### config.mk
export PLATFORM = sky130hd
export DESIGN_NAME = mtr_ctrl
export DESIGN_NICKNAME = d
export VERILOG_FILES = /design/src/rtl/mtr_pkg.sv /design/src/rtl/mtr_ctrl.sv
export SDC_FILE = /design/constraint.sdc
export NUM_CORES = 1
export LEC_CHECK = 0
export ABC_CLOCK_PERIOD_IN_PS = 3400
export BUFFER_PORTS_ARGS = -buffer_cell sky130_fd_sc_hd__buf_4
export CAP_MARGIN = 20
export CORE_AREA = 2 2 39 41
export DETAILED_ROUTE_END_ITERATION = 7
export DIE_AREA = 0 0 41 43
export GPL_TIMING_DRIVEN = 0
export SLEW_MARGIN = 40
export SYNTH_ARGS = -nofsm -noshare
export SYNTH_HDL_FRONTEND = slang
export SYNTH_SLANG_ARGS = --single-unit
### constraint.sdc
create_clock -name aclk -period 3.4 [get_ports aclk]
set_input_delay 1.02 -clock aclk [delete_from_list [all_inputs] [get_ports aclk]]
set_output_delay 1.02 -clock aclk [all_outputs]
set_load 0.05 [all_outputs]
### src/rtl/mtr_pkg.sv
// Package for the ranged Mersenne Twister generator.
// Holds state encodings, command and status structs, and twister constants.
`timescale 1ns / 1ps
`default_nettype none
package mtr_pkg;
    localparam int unsigned WORDS   = 624;
    localparam int unsigned OFFSET  = 397;
    localparam int unsigned AW      = 10;
    localparam logic [31:0] MATRIX  = 32'h9908B0DF;
    localparam logic [31:0] TEMPER_B = 32'h9D2C5680;
    localparam logic [31:0] TEMPER_C = 32'hEFC60000;
    localparam logic [31:0] SEED_MULT = 32'd69069;
    localparam logic [31:0] UPPER   = 32'h80000000;
    localparam logic [31:0] LOWER   = 32'h7FFFFFFF;

    localparam logic CMD_DRAW   = 1'b0;
    localparam logic CMD_RESEED = 1'b1;

    typedef enum logic [3:0] {
        ST_IDLE, ST_SEED, ST_GEN_RD0, ST_GEN_RD1, ST_GEN_RD2, ST_GEN_WR,
        ST_FETCH, ST_FETCH_WAIT, ST_DIV, ST_OUT
    } state_t;

    // controller to datapath
    typedef struct packed {
        logic load_req;     // capture request fields
        logic reseed;       // capture seed from request
        logic seed_init;    // start fill: bump seed, set x
        logic seed_step;    // write one fill word
        logic gen_init;     // clear index counter
        logic gen_rd0;      // read cur word
        logic gen_rd1;      // latch cur, read nxt word
        logic gen_rd2;      // latch nxt, read far word
        logic gen_wr;       // write regenerated word
        logic fetch;        // issue read of next output word
        logic div_init;     // latch word, start modulo
        logic div_step;     // one restoring step
        logic out_load;     // fill output register
    } ctrl_t;

    // datapath to controller
    typedef struct packed {
        logic cmd;
        logic pending;
        logic empty;
        logic last;         // fill or regen index at final word
        logic div_done;
    } stat_t;

    function automatic logic [31:0] temper(input logic [31:0] w);
        logic [31:0] y;
        y = w ^ (w >> 11);
        y = y ^ ((y << 7) & TEMPER_B);
        y = y ^ ((y << 15) & TEMPER_C);
        return y ^ (y >> 18);
    endfunction
endpackage
`default_nettype wire

### src/rtl/mtr_ctrl.sv
// Controller for the ranged twister: sequences fill, regen, fetch and modulo.
// Depends on mtr_pkg.
`timescale 1ns / 1ps
`default_nettype none
module mtr_ctrl import mtr_pkg::*; (
    input  wire logic  aclk,
    input  wire logic  aresetn,
    input  wire logic  s_valid,
    output logic       s_ready,
    input  wire logic  m_valid,
    input  wire logic  m_ready,
    input  wire stat_t st,
    output ctrl_t      ctl
);
    state_t state_reg, state_next;

    // hold state
    always_ff @(posedge aclk) begin
        if (!aresetn) state_reg <= ST_IDLE;
        else          state_reg <= state_next;
    end

    // sequence the request
    always_comb begin
        state_next = state_reg;
        ctl = '0;
        s_ready = 1'b0;
        case (state_reg)
            ST_IDLE: begin
                s_ready = 1'b1;
                if (s_valid) begin
                    ctl.load_req = 1'b1;
                    if (st.cmd == CMD_RESEED) begin
                        ctl.reseed = 1'b1;
                    end else if (st.pending) begin
                        ctl.seed_init = 1'b1;
                        state_next = ST_SEED;
                    end else if (st.empty) begin
                        ctl.gen_init = 1'b1;
                        state_next = ST_GEN_RD0;
                    end else begin
                        state_next = ST_FETCH;
                    end
                end
            end
            ST_SEED: begin
                ctl.seed_step = 1'b1;
                if (st.last) begin
                    ctl.gen_init = 1'b1;
                    state_next = ST_GEN_RD0;
                end
            end
            ST_GEN_RD0: begin
                ctl.gen_rd0 = 1'b1;
                state_next = ST_GEN_RD1;
            end
            ST_GEN_RD1: begin
                ctl.gen_rd1 = 1'b1;
                state_next = ST_GEN_RD2;
            end
            ST_GEN_RD2: begin
                ctl.gen_rd2 = 1'b1;
                state_next = ST_GEN_WR;
            end
            ST_GEN_WR: begin
                ctl.gen_wr = 1'b1;
                state_next = st.last ? ST_FETCH : ST_GEN_RD0;
            end
            ST_FETCH: begin
                ctl.fetch = 1'b1;
                state_next = ST_FETCH_WAIT;
            end
            ST_FETCH_WAIT: begin
                ctl.div_init = 1'b1;
                state_next = ST_DIV;
            end
            ST_DIV: begin
                if (st.div_done) state_next = ST_OUT;
                else             ctl.div_step = 1'b1;
            end
            ST_OUT: begin
                if (!m_valid || m_ready) begin
                    ctl.out_load = 1'b1;
                    state_next = ST_IDLE;
                end
            end
            default: state_next = ST_IDLE;
        endcase
    end

    ap_no_accept_busy: assert property (@(posedge aclk) disable iff (!aresetn)
        (state_reg != ST_IDLE) |-> !s_ready) else $error("accept while busy");
    ap_one_cmd: assert property (@(posedge aclk) disable iff (!aresetn)
        $onehot0({ctl.seed_step, ctl.gen_rd0, ctl.gen_rd1, ctl.gen_rd2, ctl.gen_wr,
                  ctl.fetch, ctl.div_step})) else $error("overlapping commands");
    ap_div_follow: assert property (@(posedge aclk) disable iff (!aresetn)
        (state_reg == ST_FETCH) |=> (state_reg == ST_FETCH_WAIT))
        else $error("fetch not followed by wait");
endmodule
`default_nettype wire

After elaboration in Yosys (flattened, before gate mapping)
Cells that the tools add are included.
{ "totals": {"register_bits": 4, "inputBits": 10, "out_inout_bits": 14, "wordCells": 51} }
{ "classes": {"n_eq_ne": 14, "mux": 32, "reduce_logical": 4} }
{ "op_table": {"columns": ["op", "count"], "rows": [
  ["4-bit case mux with 10 select lines", 1],
  ["4-bit two-way mux", 6],
  ["1-bit two-way mux", 20],
  ["4-bit by 3-bit == test with 1-bit output (second input constant)", 4],
  ["3-bit two-way mux", 4],
  ["2-bit inequality test (second input constant)", 5],
  ["4-bit by 2-bit == test with 1-bit output (second input constant)", 2],
  ["4-bit == test (second input constant)", 2],
  ["5-bit AND reduction", 1],
  ["4-bit by 1-bit == test with 1-bit output (second input constant)", 1],
  ["4-bit zero test", 1],
  ["1-bit case mux with 2 select lines", 1],
  ["1-bit zero test", 1],
  ["1-bit logical OR", 1]
]} }

Logic depth before layout (Yosys ltp)
Gate-level depths: netlist (run 1).
{ "depth": {"word_depth": 5, "ltp_mapped": 4, "mapped_depth_nobuf": 3} }

Worst setup path before layout (run 1)
Ideal clock, no wire load.
{ "synth_path": {"kind": "input port to output port", "from": "in st[3] (netlist name)", "to": "out ctl[8] (netlist name)", "arrival_time_ns": 2.832, "required_ns": 2.380, "path_slack_ns": -0.452, "cell_stages": 3, "n_path_buf": 0, "path_cell_list": "nor4b_1 a22oi_1 nor4_1"} }
{ "synth_rtl": {"columns": ["item", "line_no", "text"], "rows": [
  ["start, declared", "mtr_ctrl.sv:12", "input wire stat_t st,"],
  ["end, declared", "mtr_ctrl.sv:13", "output ctrl_t ctl"]
]} }

==> impl_metrics.sql, run 1 <==
INSERT INTO impl_metrics (metric_group, metric, value, unit) VALUES
('run_status', 'outcome', 'finished clean', ''),
('clock_network', 'cts_buffer_depth', '2', ''),
('yosys', 'synth-compound-area-share', '0.228', ''),
('global_route', 'grt_antenna_before_repair', '0', ''),
('drt', 'vias_per_cell', '5.11', ''),
('yosys', 'summed_instance_area_of_the_synthesized_netlist', '405', 'µm²'),
('finish', 'drive_above_1_share', '0.442', ''),
('drt', 'ant_nets', '0', ''),
('finish', 'nets', '89', ''),
('placed_design', 'gp_congestion', '0.789', ''),
('setup_path', 'crit_arrival', '1.91', 'ns'),
('yosys', 'mappedNetlistNets', '61', ''),
('power_and_ir_drop', 'ir_worst_vdd', '0.281', 'mV'),
('clock_network', 'tritoncts_num_sinks', '4', ''),
('yosys', 'simple_gate_share_of_the_synthesized_area', '0.500', ''),
('yosys', 'syn_area_per_cell', '7.95', 'µm²'),
('finish', 'largest_register_ff_count', '4', ''),
('drt', 'detail_route.wl_per_cell', '11.9', 'µm'),
('floorplanning', 'floorplan.rows', '14', ''),
('finish', 'mostFrequentLayoutCells', 'sky130_fd_sc_hd__buf_4, sky130_fd_sc_hd__nor2_1, sky130_fd_sc_hd__nand2b_1', ''),
('floorplanning', 'num_io_pins', '24', ''),
('yosys', 'synth_top_cell_area_share', '0.198', ''),
('finish', 'most_common_cell_after_layout_fill_and_taps_aside', 'sky130_fd_sc_hd__buf_4', ''),
('setup_path', 'setup.worst_path.end', 'ctl[8]', ''),
('yosys', 'synth.distinct_cells', '26', ''),
('run', 'drv_cap', '0', ''),
('power_and_ir_drop', 'design_power_total', '0.000337', 'W'),
('timing', 'unrepaired_setup_endpoints_after_global_routing', 'no', ''),
('yosys', 'synthMuxAreaShare', '0', ''),
('timing', 'report.final.slew_viol_count', '0', ''),
('setup_path', 'criticalPathCategory', 'in -> out', ''),
('global_route', 'first_pass_grt_wire_length', '1700', 'µm'),
('timing', 'clock_period_minus_worst_slack', '2.93', 'ns'),
('drt', 'routed_met3_length', '95', 'µm'),
('finish', 'final-seq-area', '80.1', 'µm²'),
('setup_path', 'startpoint', 'st[3]', ''),
('yosys', 'synthesis.yosys.warnings', '0', ''),
('power_and_ir_drop', 'power.leakage', '0.289', 'nW'),
('clock_network', 'h_tree_lvls', '1', ''),
('finish', 'final_cell_area', '636', 'µm²'),
('timing', 'hold_viol_final', '0', ''),
('global_route', 'grt_usage', '0.148', ''),
('clock_network', 'cts_hold_buffers', '0', ''),
('drt', 'wl', '1110', 'µm'),
('min_path', 'min_delay_path_depth', '3', ''),
('floorplanning', 'initial_util', '0.293', ''),
('setup_path', 'worstReg2RegStart', 'state_reg[1]', ''),
('drt', 'wl_met1', '490', 'µm'),
('drt', 'top_layer_used', 'met4', ''),
('drt', 'drcViolationCount', '0', ''),
('clock_network', 'insertion_delay', '0.24', 'ns'),
('finish', 'fillCellCount', '144', ''),
('floorplanning', 'die-area', '1760', 'µm²'),
('timing', 'worst_clock_skew', '0.00264', 'ns'),
('setup_path', 'ff2ff_path_depth', '4', ''),
('global_route', 'maximum_number_of_pins_on_one_net_before_global_route_repair', '11', ''),
('yosys', 'synth_top_family_by_area', 'simple AND/OR/NAND/NOR gates', ''),
('clock_network', 'cts_tree', 'done', ''),
('setup_path', 'crit_required', '2.38', 'ns'),
('finish', 'areaGrowthSynthToFinish', '56.8', '%'),
('yosys', 'yosys-top-cells-area', 'sky130_fd_sc_hd__dfxtp_1, sky130_fd_sc_hd__nand2b_1, sky130_fd_sc_hd__nor2_1', ''),
('yosys', 'synth_seq_cells', '4', ''),
('yosys', 'synthCells', '51', ''),
('timing', 'period_share', '0.861', ''),
('min_path', 'hold_class', 'reg -> reg', ''),
('yosys', 'post_synth_fa_ha_maj_area_fraction', '0', ''),
('timing', 'setup-tns-final', '0', 'ns'),
('timing', 'tightestPinTransition', '0.347', 'ns'),
('setup_path', 'worst-path-max-fanout', '5', ''),
('global_route', 'grt_pass1_vias', '416', ''),
('clock_network', 'clockRootBuffer', 'sky130_fd_sc_hd__clkbuf_4', '');
## cells in the mapped netlist (all sizes together)
cell,n
o22a,1
a22o,1
dfxtp,4
nand4bb,1
nor3,4
a211oi,1
or2,1
a22oi,2
inv,1
o21bai,1
nor4b,3
o31a,1
or3b,1
o32ai,1
and3,1
buf,4
nor2,8
nor4,3
and2,1
a211o,1
nand2b,5
nand2,2
nor2b,2
and3b,1
## layout make-up
type                       count  area share
buffer                         4      0.0413
clock buffer                   3      0.0354
inverter                       1     0.00591
multi-input combinational     42       0.488
sequential                     4       0.126
tap                           16      0.0315
timing repair buffer          23       0.272
## cell families after synthesis
| kind of cell | Yosys count |
|---|---|
| and+or+nand+nor | 33 |
| AOI/OAI and AO/OA | 9 |
| buffers and inverters | 5 |
| DFF | 4 |
## stage by stage
stage | instances | utilization
global route | 93 | 0.459
global placement | 90 | 0.443
finish | 93 | 0.459
floorplan | 51 | -
detailed placement | 90 | 0.443
CTS | 93 | 0.459
## power by group
group          switching [W]  internal (W)
logic               0.000134     0.0000786
clock network      0.0000222     0.0000397
registers         0.00000796     0.0000541
## worst max-delay path: stages
cell and delay (ns):
sky130_fd_sc_hd__buf_4 0.12, sky130_fd_sc_hd__nor4b_1 0.27, sky130_fd_sc_hd__a22oi_1 0.12, sky130_fd_sc_hd__nor4_2 0.14, sky130_fd_sc_hd__buf_4 0.23
## layer usage
| metal | vias up | GRT usage |
|---|---|---|
| met2 | 27 | 0.206 |
| met3 | 5 | 0.0314 |
| li1 | 245 | - |
| met5 | - | 0 |
| met4 | 0 | 0.140 |
| met1 | 198 | 0.174 |
## worst min-delay path by stage
stage	startpoint	to	slack (ns)
final	state_reg[2]	state_reg[2]	0.74
after global routing	state_reg[2]	state_reg[2]	0.79
after CTS	state_reg[2]	state_reg[2]	0.74
after detailed placement	state_reg[2]	state_reg[2]	0.74
after global placement	state_reg[2]	state_reg[2]	0.75
after floorplan	state_reg[3]	state_reg[2]	0.68
(Power assumes the default switching activity.)
==> inputs of run 2 (changes only) <==
--- a/config.mk
+++ b/config.mk
@@ -5,7 +5,7 @@
 export SDC_FILE = /design/constraint.sdc
 export NUM_CORES = 1
 export LEC_CHECK = 0
-export ABC_CLOCK_PERIOD_IN_PS = 3400
+export ABC_CLOCK_PERIOD_IN_PS = 3650
 export BUFFER_PORTS_ARGS = -buffer_cell sky130_fd_sc_hd__buf_4
 export CAP_MARGIN = 20
 export CORE_AREA = 2 2 39 41
==> constraint.sdc (replaced) <==
create_clock -name aclk -period 3.65 [get_ports aclk]
set_input_delay 1.095 -clock aclk [delete_from_list [all_inputs] [get_ports aclk]]
set_output_delay 1.095 -clock aclk [all_outputs]
set_load 0.05 [all_outputs]
==> run 2 against run 1 <==
- clock power shrank 13%
- hold slack gained 0.0065 ns
- critical path depth is the same
- via count grew 1.9%
- flip-flop and latch count is the same
- core utilization shrank 0.63 points
- clock-buffer cell count is the same
- sequential share of layout area grew 0.18 points
- sequential power shrank 9.8%
- register-to-register slack gained 0.26 ns
- highest routed layer unchanged
==> impl_metrics.sql, run 2 (synthesis results as in run 1) <==
INSERT INTO impl_metrics (metric_group, metric, value, unit) VALUES
('clock_network', 'cts_made_buffers', '3', ''),
('global_route', 'grt_usage', '0.148', ''),
('placed_design', 'dp_hpwl', '904', 'µm'),
('setup_path', 'timing.critical_path.to_type', 'primary output', ''),
('floorplanning', 'floorplan.die.height', '43', 'µm'),
('run_status', 'outcome', 'finished clean', ''),
('finish', 'antennaDiodeCount', '0', ''),
('floorplanning', 'die-width', '41', 'µm'),
('floorplanning', 'floorplan.rows', '14', ''),
('power_and_ir_drop', 'clkPwrFrac', '0.178', ''),
('setup_path', 'crit_arrival', '2.07', 'ns'),
('power_and_ir_drop', 'power.leakage', '0.285', 'nW'),
('timing', 'achievable-frequency', '316', 'MHz'),
('global_route', 'grt_overflow_total', '0', ''),
('clock_network', 'cts_hold_buffers', '0', ''),
('setup_path', 'crit_path_start_kind', 'primary input', ''),
('clock_network', 'tritoncts_num_sinks', '4', ''),
('drt', 'drtIter0Drc', '8', ''),
('placed_design', 'gp_congestion', '0.756', ''),
('floorplanning', 'die-area', '1760', 'µm²'),
('drt', 'drcViolationCount', '0', ''),
('clock_network', 'cts_post_setup_buffers_inserted', '0', ''),
('global_route', 'first_pass_grt_wire_length', '1750', 'µm'),
('drt', 'drtPass1Iterations', '4', ''),
('finish', 'drive_above_1_share', '0.442', ''),
('timing', 'report.final.setup_viol', '0', ''),
('clock_network', 'clockRootBuffer', 'sky130_fd_sc_hd__clkbuf_4', ''),
('timing', 'unrepaired_setup_endpoints_after_global_routing', 'no', ''),
('finish', 'finalCoreUtilization', '0.453', ''),
('timing', 'setup-tns-final', '0', 'ns'),
('timing', 'clock_period_minus_worst_slack', '3.17', 'ns'),
('clock_network', 'h_tree_lvls', '1', ''),
('finish', 'areaGrowthSynthToFinish', '54.6', '%'),
('power_and_ir_drop', 'power.internal', '0.000156', 'W'),
('clock_network', 'post_cts.resized_instances', '0', ''),
('power_and_ir_drop', 'power.switching_fraction', '0.486', ''),
('power_and_ir_drop', 'ir_worst_vdd', '0.129', 'mV'),
('drt', 'via_count', '484', ''),
('setup_path', 'crit_required', '2.55', 'ns'),
('clock_network', 'cts_tree', 'done', ''),
('drt', 'wl', '1120', 'µm'),
('drt', 'vias_per_cell', '5.20', ''),
('finish', 'mostFrequentLayoutCells', 'sky130_fd_sc_hd__buf_4, sky130_fd_sc_hd__nor2_1, sky130_fd_sc_hd__nand2b_1', ''),
('global_route', 'grt_pass1_vias', '432', ''),
('finish', 'nets', '89', ''),
('timing', 'worst_slew_margin_rel', '0.685', ''),
('power_and_ir_drop', 'power-per-cell-area', '486', 'nW/µm²'),
('global_route', 'maximum_number_of_pins_on_one_net_before_global_route_repair', '11', ''),
('clock_network', 'cts_buffer_depth', '2', ''),
('finish', 'most_common_cell_after_layout_fill_and_taps_aside', 'sky130_fd_sc_hd__buf_4', ''),
('finish', 'largest_register_ff_count', '4', ''),
('global_route', 'grt_antenna_before_repair', '0', ''),
('timing', 'report.final.slew_viol_count', '0', ''),
('min_path', 'hold_class', 'reg -> reg', ''),
('setup_path', 'worst-path-max-fanout', '5', ''),
('clock_network', 'clkTransAtPathRegs', '0.04', 'ns'),
('timing', 'hold_viol_final', '0', ''),
('timing', 'worst_clock_skew', '0.00126', 'ns'),
('power_and_ir_drop', 'net-switching-power', '0.000148', 'W'),
('clock_network', 'insertion_delay', '0.23', 'ns'),
('timing', 'tightestPinTransition', '0.469', 'ns'),
('placed_design', 'io_buffer_count', '23', ''),
('power_and_ir_drop', 'seqPwrFrac', '0.183', ''),
('floorplanning', 'initial_util', '0.293', ''),
('setup_path', 'criticalPathCategory', 'in -> out', ''),
('floorplanning', 'num_io_pins', '24', ''),
('drt', 'detail_route.wl_per_cell', '12.1', 'µm'),
('floorplanning', 'design.core.area', '1380', 'µm²'),
('timing', 'period_share', '0.868', ''),
('power_and_ir_drop', 'pwr-share-comb', '0.639', ''),
('run', 'drv_cap', '0', ''),
('drt', 'ant_nets', '0', '');
==> run 2: cell types whose count changed in the layout (fill, tap and decap cells not counted) <==
cell                     previous run  this run
sky130_fd_sc_hd__nor4_2             1         2
sky130_fd_sc_hd__nor4_4             1         0
==> run 2: routing by layer <==
layer  vias up  global-route usage  wire [µm]
met5         -                   0          0
met4         0              0.0800         13
met3         2              0.0314         60
met2        17               0.225        575
met1       221               0.184        474
li1        244                   -          -
==> run 2: final cells by class <==
class	instances	area, µm²
Tap cell	16	20.0
Buffer	4	26.3
Multi-Input combinational cell	42	302
Sequential cell	4	80.1
Fill cell	142	757
Timing Repair Buffer	23	173
Inverter	1	3.75
Clock buffer	3	22.5
==> run 2: worst paths after layout <==
check	startpoint	end	slack, ns	cells after the start
min reg2reg	state_reg[2]	state_reg[2]	0.75	3
max reg2reg	state_reg[1]	state_reg[2]	2.34	4
min	state_reg[2]	state_reg[2]	0.75	3
max	st[3]	ctl[8]	0.48	5
==> run 2: metrics by stage <==
| stage | std cells | instance area, µm² | power, W | worst slack, ns | hold slack, ns |
|---|---|---|---|---|---|
| 4_1_cts | 93 | 627 | 0.000306 | 0.515 | 0.733 |
| 5_1_grt | 93 | 627 | 0.000322 | 0.412 | 0.810 |
| 6_report | 93 | 627 | 0.000304 | 0.481 | 0.749 |
| 2_1_floorplan | 51 | 412 | 0.000199 | 0.0121 | 0.663 |
| 3_3_place_gp | 90 | 604 | 0.000252 | 0.508 | 0.730 |
| 3_5_place_dp | 90 | 604 | 0.000252 | 0.516 | 0.728 |
==> run 2: power by group through the flow <==
stage | combinational, W | sequential (W) | clock, W
finish | 0.000194 | 0.0000559 | 0.0000541
CTS | 0.000196 | 0.0000557 | 0.0000551
floorplan | 0.000143 | 0.0000555 | 0
detailed placement | 0.000196 | 0.0000563 | 0
global route | 0.000209 | 0.0000565 | 0.0000569
global placement | 0.000195 | 0.0000564 | 0
==> run 2: worst max-delay path, cell delays in order <==
cell	delay, ns
sky130_fd_sc_hd__buf_4	0.13
sky130_fd_sc_hd__nor4b_1	0.34
sky130_fd_sc_hd__a22oi_1	0.13
sky130_fd_sc_hd__nor4_2	0.14
sky130_fd_sc_hd__buf_4	0.23
==> inputs of run 3 (changes only) <==
==> constraint.sdc (replaced) <==
create_clock -name aclk -period 3.65 [get_ports aclk]
set_input_delay 0.5475 -clock aclk [delete_from_list [all_inputs] [get_ports aclk]]
set_output_delay 0.5475 -clock aclk [all_outputs]
set_load 0.05 [all_outputs]
==> run 3 against run 2 <==
- total power is 0.15% higher
- global-route usage increased by 1.4 points
- worst setup slack better by 0.97 ns
- critical endpoint unchanged
- die area is the same
- final area decreased by 1.0%
- flip-flop and latch count unchanged
- critical path depth stayed put
- hold slack worse by 0.19 ns
- maximum frequency increased by 44%
- clock-buffer cell count unchanged
==> impl_metrics.sql, run 3 (synthesis results as in run 1) <==
INSERT INTO impl_metrics (metric_group, metric, value, unit) VALUES
('finish', 'antennaDiodeCount', '0', ''),
('timing', 'period_share', '0.603', ''),
('setup_path', 'worst-path-max-fanout', '10', ''),
('placed_design', 'gp_congestion', '0.762', ''),
('global_route', 'first_pass_grt_wire_length', '1930', 'µm'),
('timing', 'worst_slew_margin_rel', '0.661', ''),
('placed_design', 'io_buffer_count', '23', ''),
('power_and_ir_drop', 'power.leakage', '0.284', 'nW'),
('clock_network', 'cts_tree', 'done', ''),
('timing', 'unrepaired_setup_endpoints_after_global_routing', 'no', ''),
('setup_path', 'path_delay_family', 'simple AND/OR/NAND/NOR gates', ''),
('setup_path', 'timing.critical_path.to_type', 'primary output', ''),
('floorplanning', 'design.core.area', '1380', 'µm²'),
('run', 'drv_cap', '0', ''),
('timing', 'worst_clock_skew', '0.000477', 'ns'),
('timing', 'hold_viol_final', '0', ''),
('drt', 'detail_route.wl_per_cell', '12.6', 'µm'),
('power_and_ir_drop', 'ir_worst_vdd', '0.135', 'mV'),
('global_route', 'maximum_number_of_pins_on_one_net_before_global_route_repair', '11', ''),
('drt', 'drtPass1Iterations', '4', ''),
('finish', 'nets', '89', ''),
('setup_path', 'cpPeakStageDelay', '0.36', 'ns'),
('global_route', 'grt_pass1_vias', '475', ''),
('run_status', 'outcome', 'finished clean', ''),
('finish', 'fillCellCount', '150', ''),
('finish', 'areaGrowthSynthToFinish', '53.1', '%'),
('drt', 'wl', '1170', 'µm'),
('setup_path', 'crit_required', '3.10', 'ns'),
('setup_path', 'crit_arrival', '1.65', 'ns'),
('clock_network', 'cts_post_setup_buffers_inserted', '0', ''),
('clock_network', 'cts_made_buffers', '3', ''),
('floorplanning', 'floorplan.die.height', '43', 'µm'),
('drt', 'drtIter0Drc', '8', ''),
('setup_path', 'criticalPathCategory', 'reg -> out', ''),
('floorplanning', 'die-area', '1760', 'µm²'),
('finish', 'largest_register_ff_count', '4', ''),
('drt', 'ant_nets', '0', ''),
('setup_path', 'path_buf_inv', '2', ''),
('clock_network', 'cts_buffer_depth', '2', ''),
('clock_network', 'h_tree_lvls', '1', ''),
('clock_network', 'clkTransAtPathRegs', '0.04', 'ns'),
('clock_network', 'tritoncts_num_sinks', '4', ''),
('timing', 'achievable-frequency', '455', 'MHz'),
('drt', 'via_count', '478', ''),
('finish', 'mostFrequentLayoutCells', 'sky130_fd_sc_hd__buf_4, sky130_fd_sc_hd__nor2_1, sky130_fd_sc_hd__nand2b_1', ''),
('clock_network', 'post_cts.resized_instances', '0', ''),
('drt', 'vias_per_cell', '5.14', ''),
('setup_path', 'crit_path_start_kind', 'register', ''),
('placed_design', 'dpl.cell_count', '90', ''),
('timing', 'report.final.slew_viol_count', '0', ''),
('placed_design', 'dpl-instance-area', '598', 'µm²'),
('setup_path', 'critPathSlowestCell', 'sky130_fd_sc_hd__nor4b_1', ''),
('min_path', 'hold_class', 'in -> reg', ''),
('finish', 'final_cell_area', '621', 'µm²'),
('global_route', 'grt_overflow_total', '0', ''),
('floorplanning', 'initial_util', '0.293', ''),
('setup_path', 'path_cells', 'buf_2 > nor4b_1 > a22oi_1 > nor4_1 > buf_4', ''),
('timing', 'tightestPinTransition', '0.505', 'ns'),
('finish', 'multi_input_area', '295', 'µm²'),
('clock_network', 'clockRootBuffer', 'sky130_fd_sc_hd__clkbuf_4', ''),
('clock_network', 'cts_hold_buffers', '0', ''),
('power_and_ir_drop', 'power-per-cell-area', '491', 'nW/µm²'),
('finish', 'final-seq-area', '80.1', 'µm²'),
('timing', 'setup-tns-final', '0', 'ns'),
('drt', 'drcViolationCount', '0', ''),
('floorplanning', 'floorplan.rows', '14', ''),
('timing', 'clock_period_minus_worst_slack', '2.20', 'ns'),
('finish', 'drive_above_1_share', '0.429', ''),
('floorplanning', 'die-width', '41', 'µm'),
('clock_network', 'insertion_delay', '0.23', 'ns'),
('finish', 'most_common_cell_after_layout_fill_and_taps_aside', 'sky130_fd_sc_hd__buf_4', ''),
('placed_design', 'dp_hpwl', '942', 'µm'),
('timing', 'report.final.setup_viol', '0', ''),
('global_route', 'grt_usage', '0.162', ''),
('finish', 'finalNonFillerCells', '93', ''),
('floorplanning', 'num_io_pins', '24', ''),
('power_and_ir_drop', 'design_power_total', '0.000305', 'W'),
('global_route', 'grt_antenna_before_repair', '0', '');
==> run 3: cell counts in the layout (fill, tap and decap cells not counted) <==
No cell type changed its count.
==> run 3: final timing paths <==
check	end	start	slack, ns	cells after the start
worst max register to register	state_reg[0]	state_reg[3]	2.30	4
worst min register to register	state_reg[2]	state_reg[2]	0.74	3
worst max-delay path	ctl[8]	state_reg[0]	1.45	5
worst min-delay path	state_reg[0]	aresetn	0.56	2
==> run 3: final cells by class <==
| class | count | share of cell area |
|---|---|---|
| multi-input cells | 42 | 0.476 |
| repair buffers | 23 | 0.278 |
| flip-flops and latches | 4 | 0.129 |
| plain buffers | 4 | 0.0423 |
| clock buffers | 3 | 0.0363 |
| well taps | 16 | 0.0323 |
| inverters | 1 | 0.00605 |
==> run 3: per-stage QoR <==
stage	hold WS, ns	setup slack [ns]	utilization
2_1_floorplan	0.654	0.560	-
3_5_place_dp	0.735	1.54	0.432
5_1_grt	0.570	1.30	0.448
4_1_cts	0.564	1.45	0.448
3_3_place_gp	0.730	1.57	0.432
6_report	0.560	1.45	0.448
==> run 3: worst reg2reg max path: cells and delay by family (launching register included) <==
family	cells	cell delay [ns]
simple gates	1	0.39
buf+inv	1	0.17
compound gates	2	0.39
flops	1	0.29
==> run 3: layer usage <==
metal | share of wire | wire length (µm) | track usage | up-vias
li1 | - | - | - | 241
met1 | 0.41 | 476 | 0.187 | 221
met2 | 0.53 | 614 | 0.266 | 14
met3 | 0.052 | 61 | 0.0314 | 2
met4 | 0.014 | 16 | 0.0800 | 0
met5 | 0 | 0 | 0 | -
==> run 3: report_power, final <==
group | total (W) | switching, W | internal (W)
clock network | 0.0000546 | 0.0000178 | 0.0000368
logic | 0.000194 | 0.000126 | 0.0000688
registers | 0.0000558 | 0.00000546 | 0.0000504
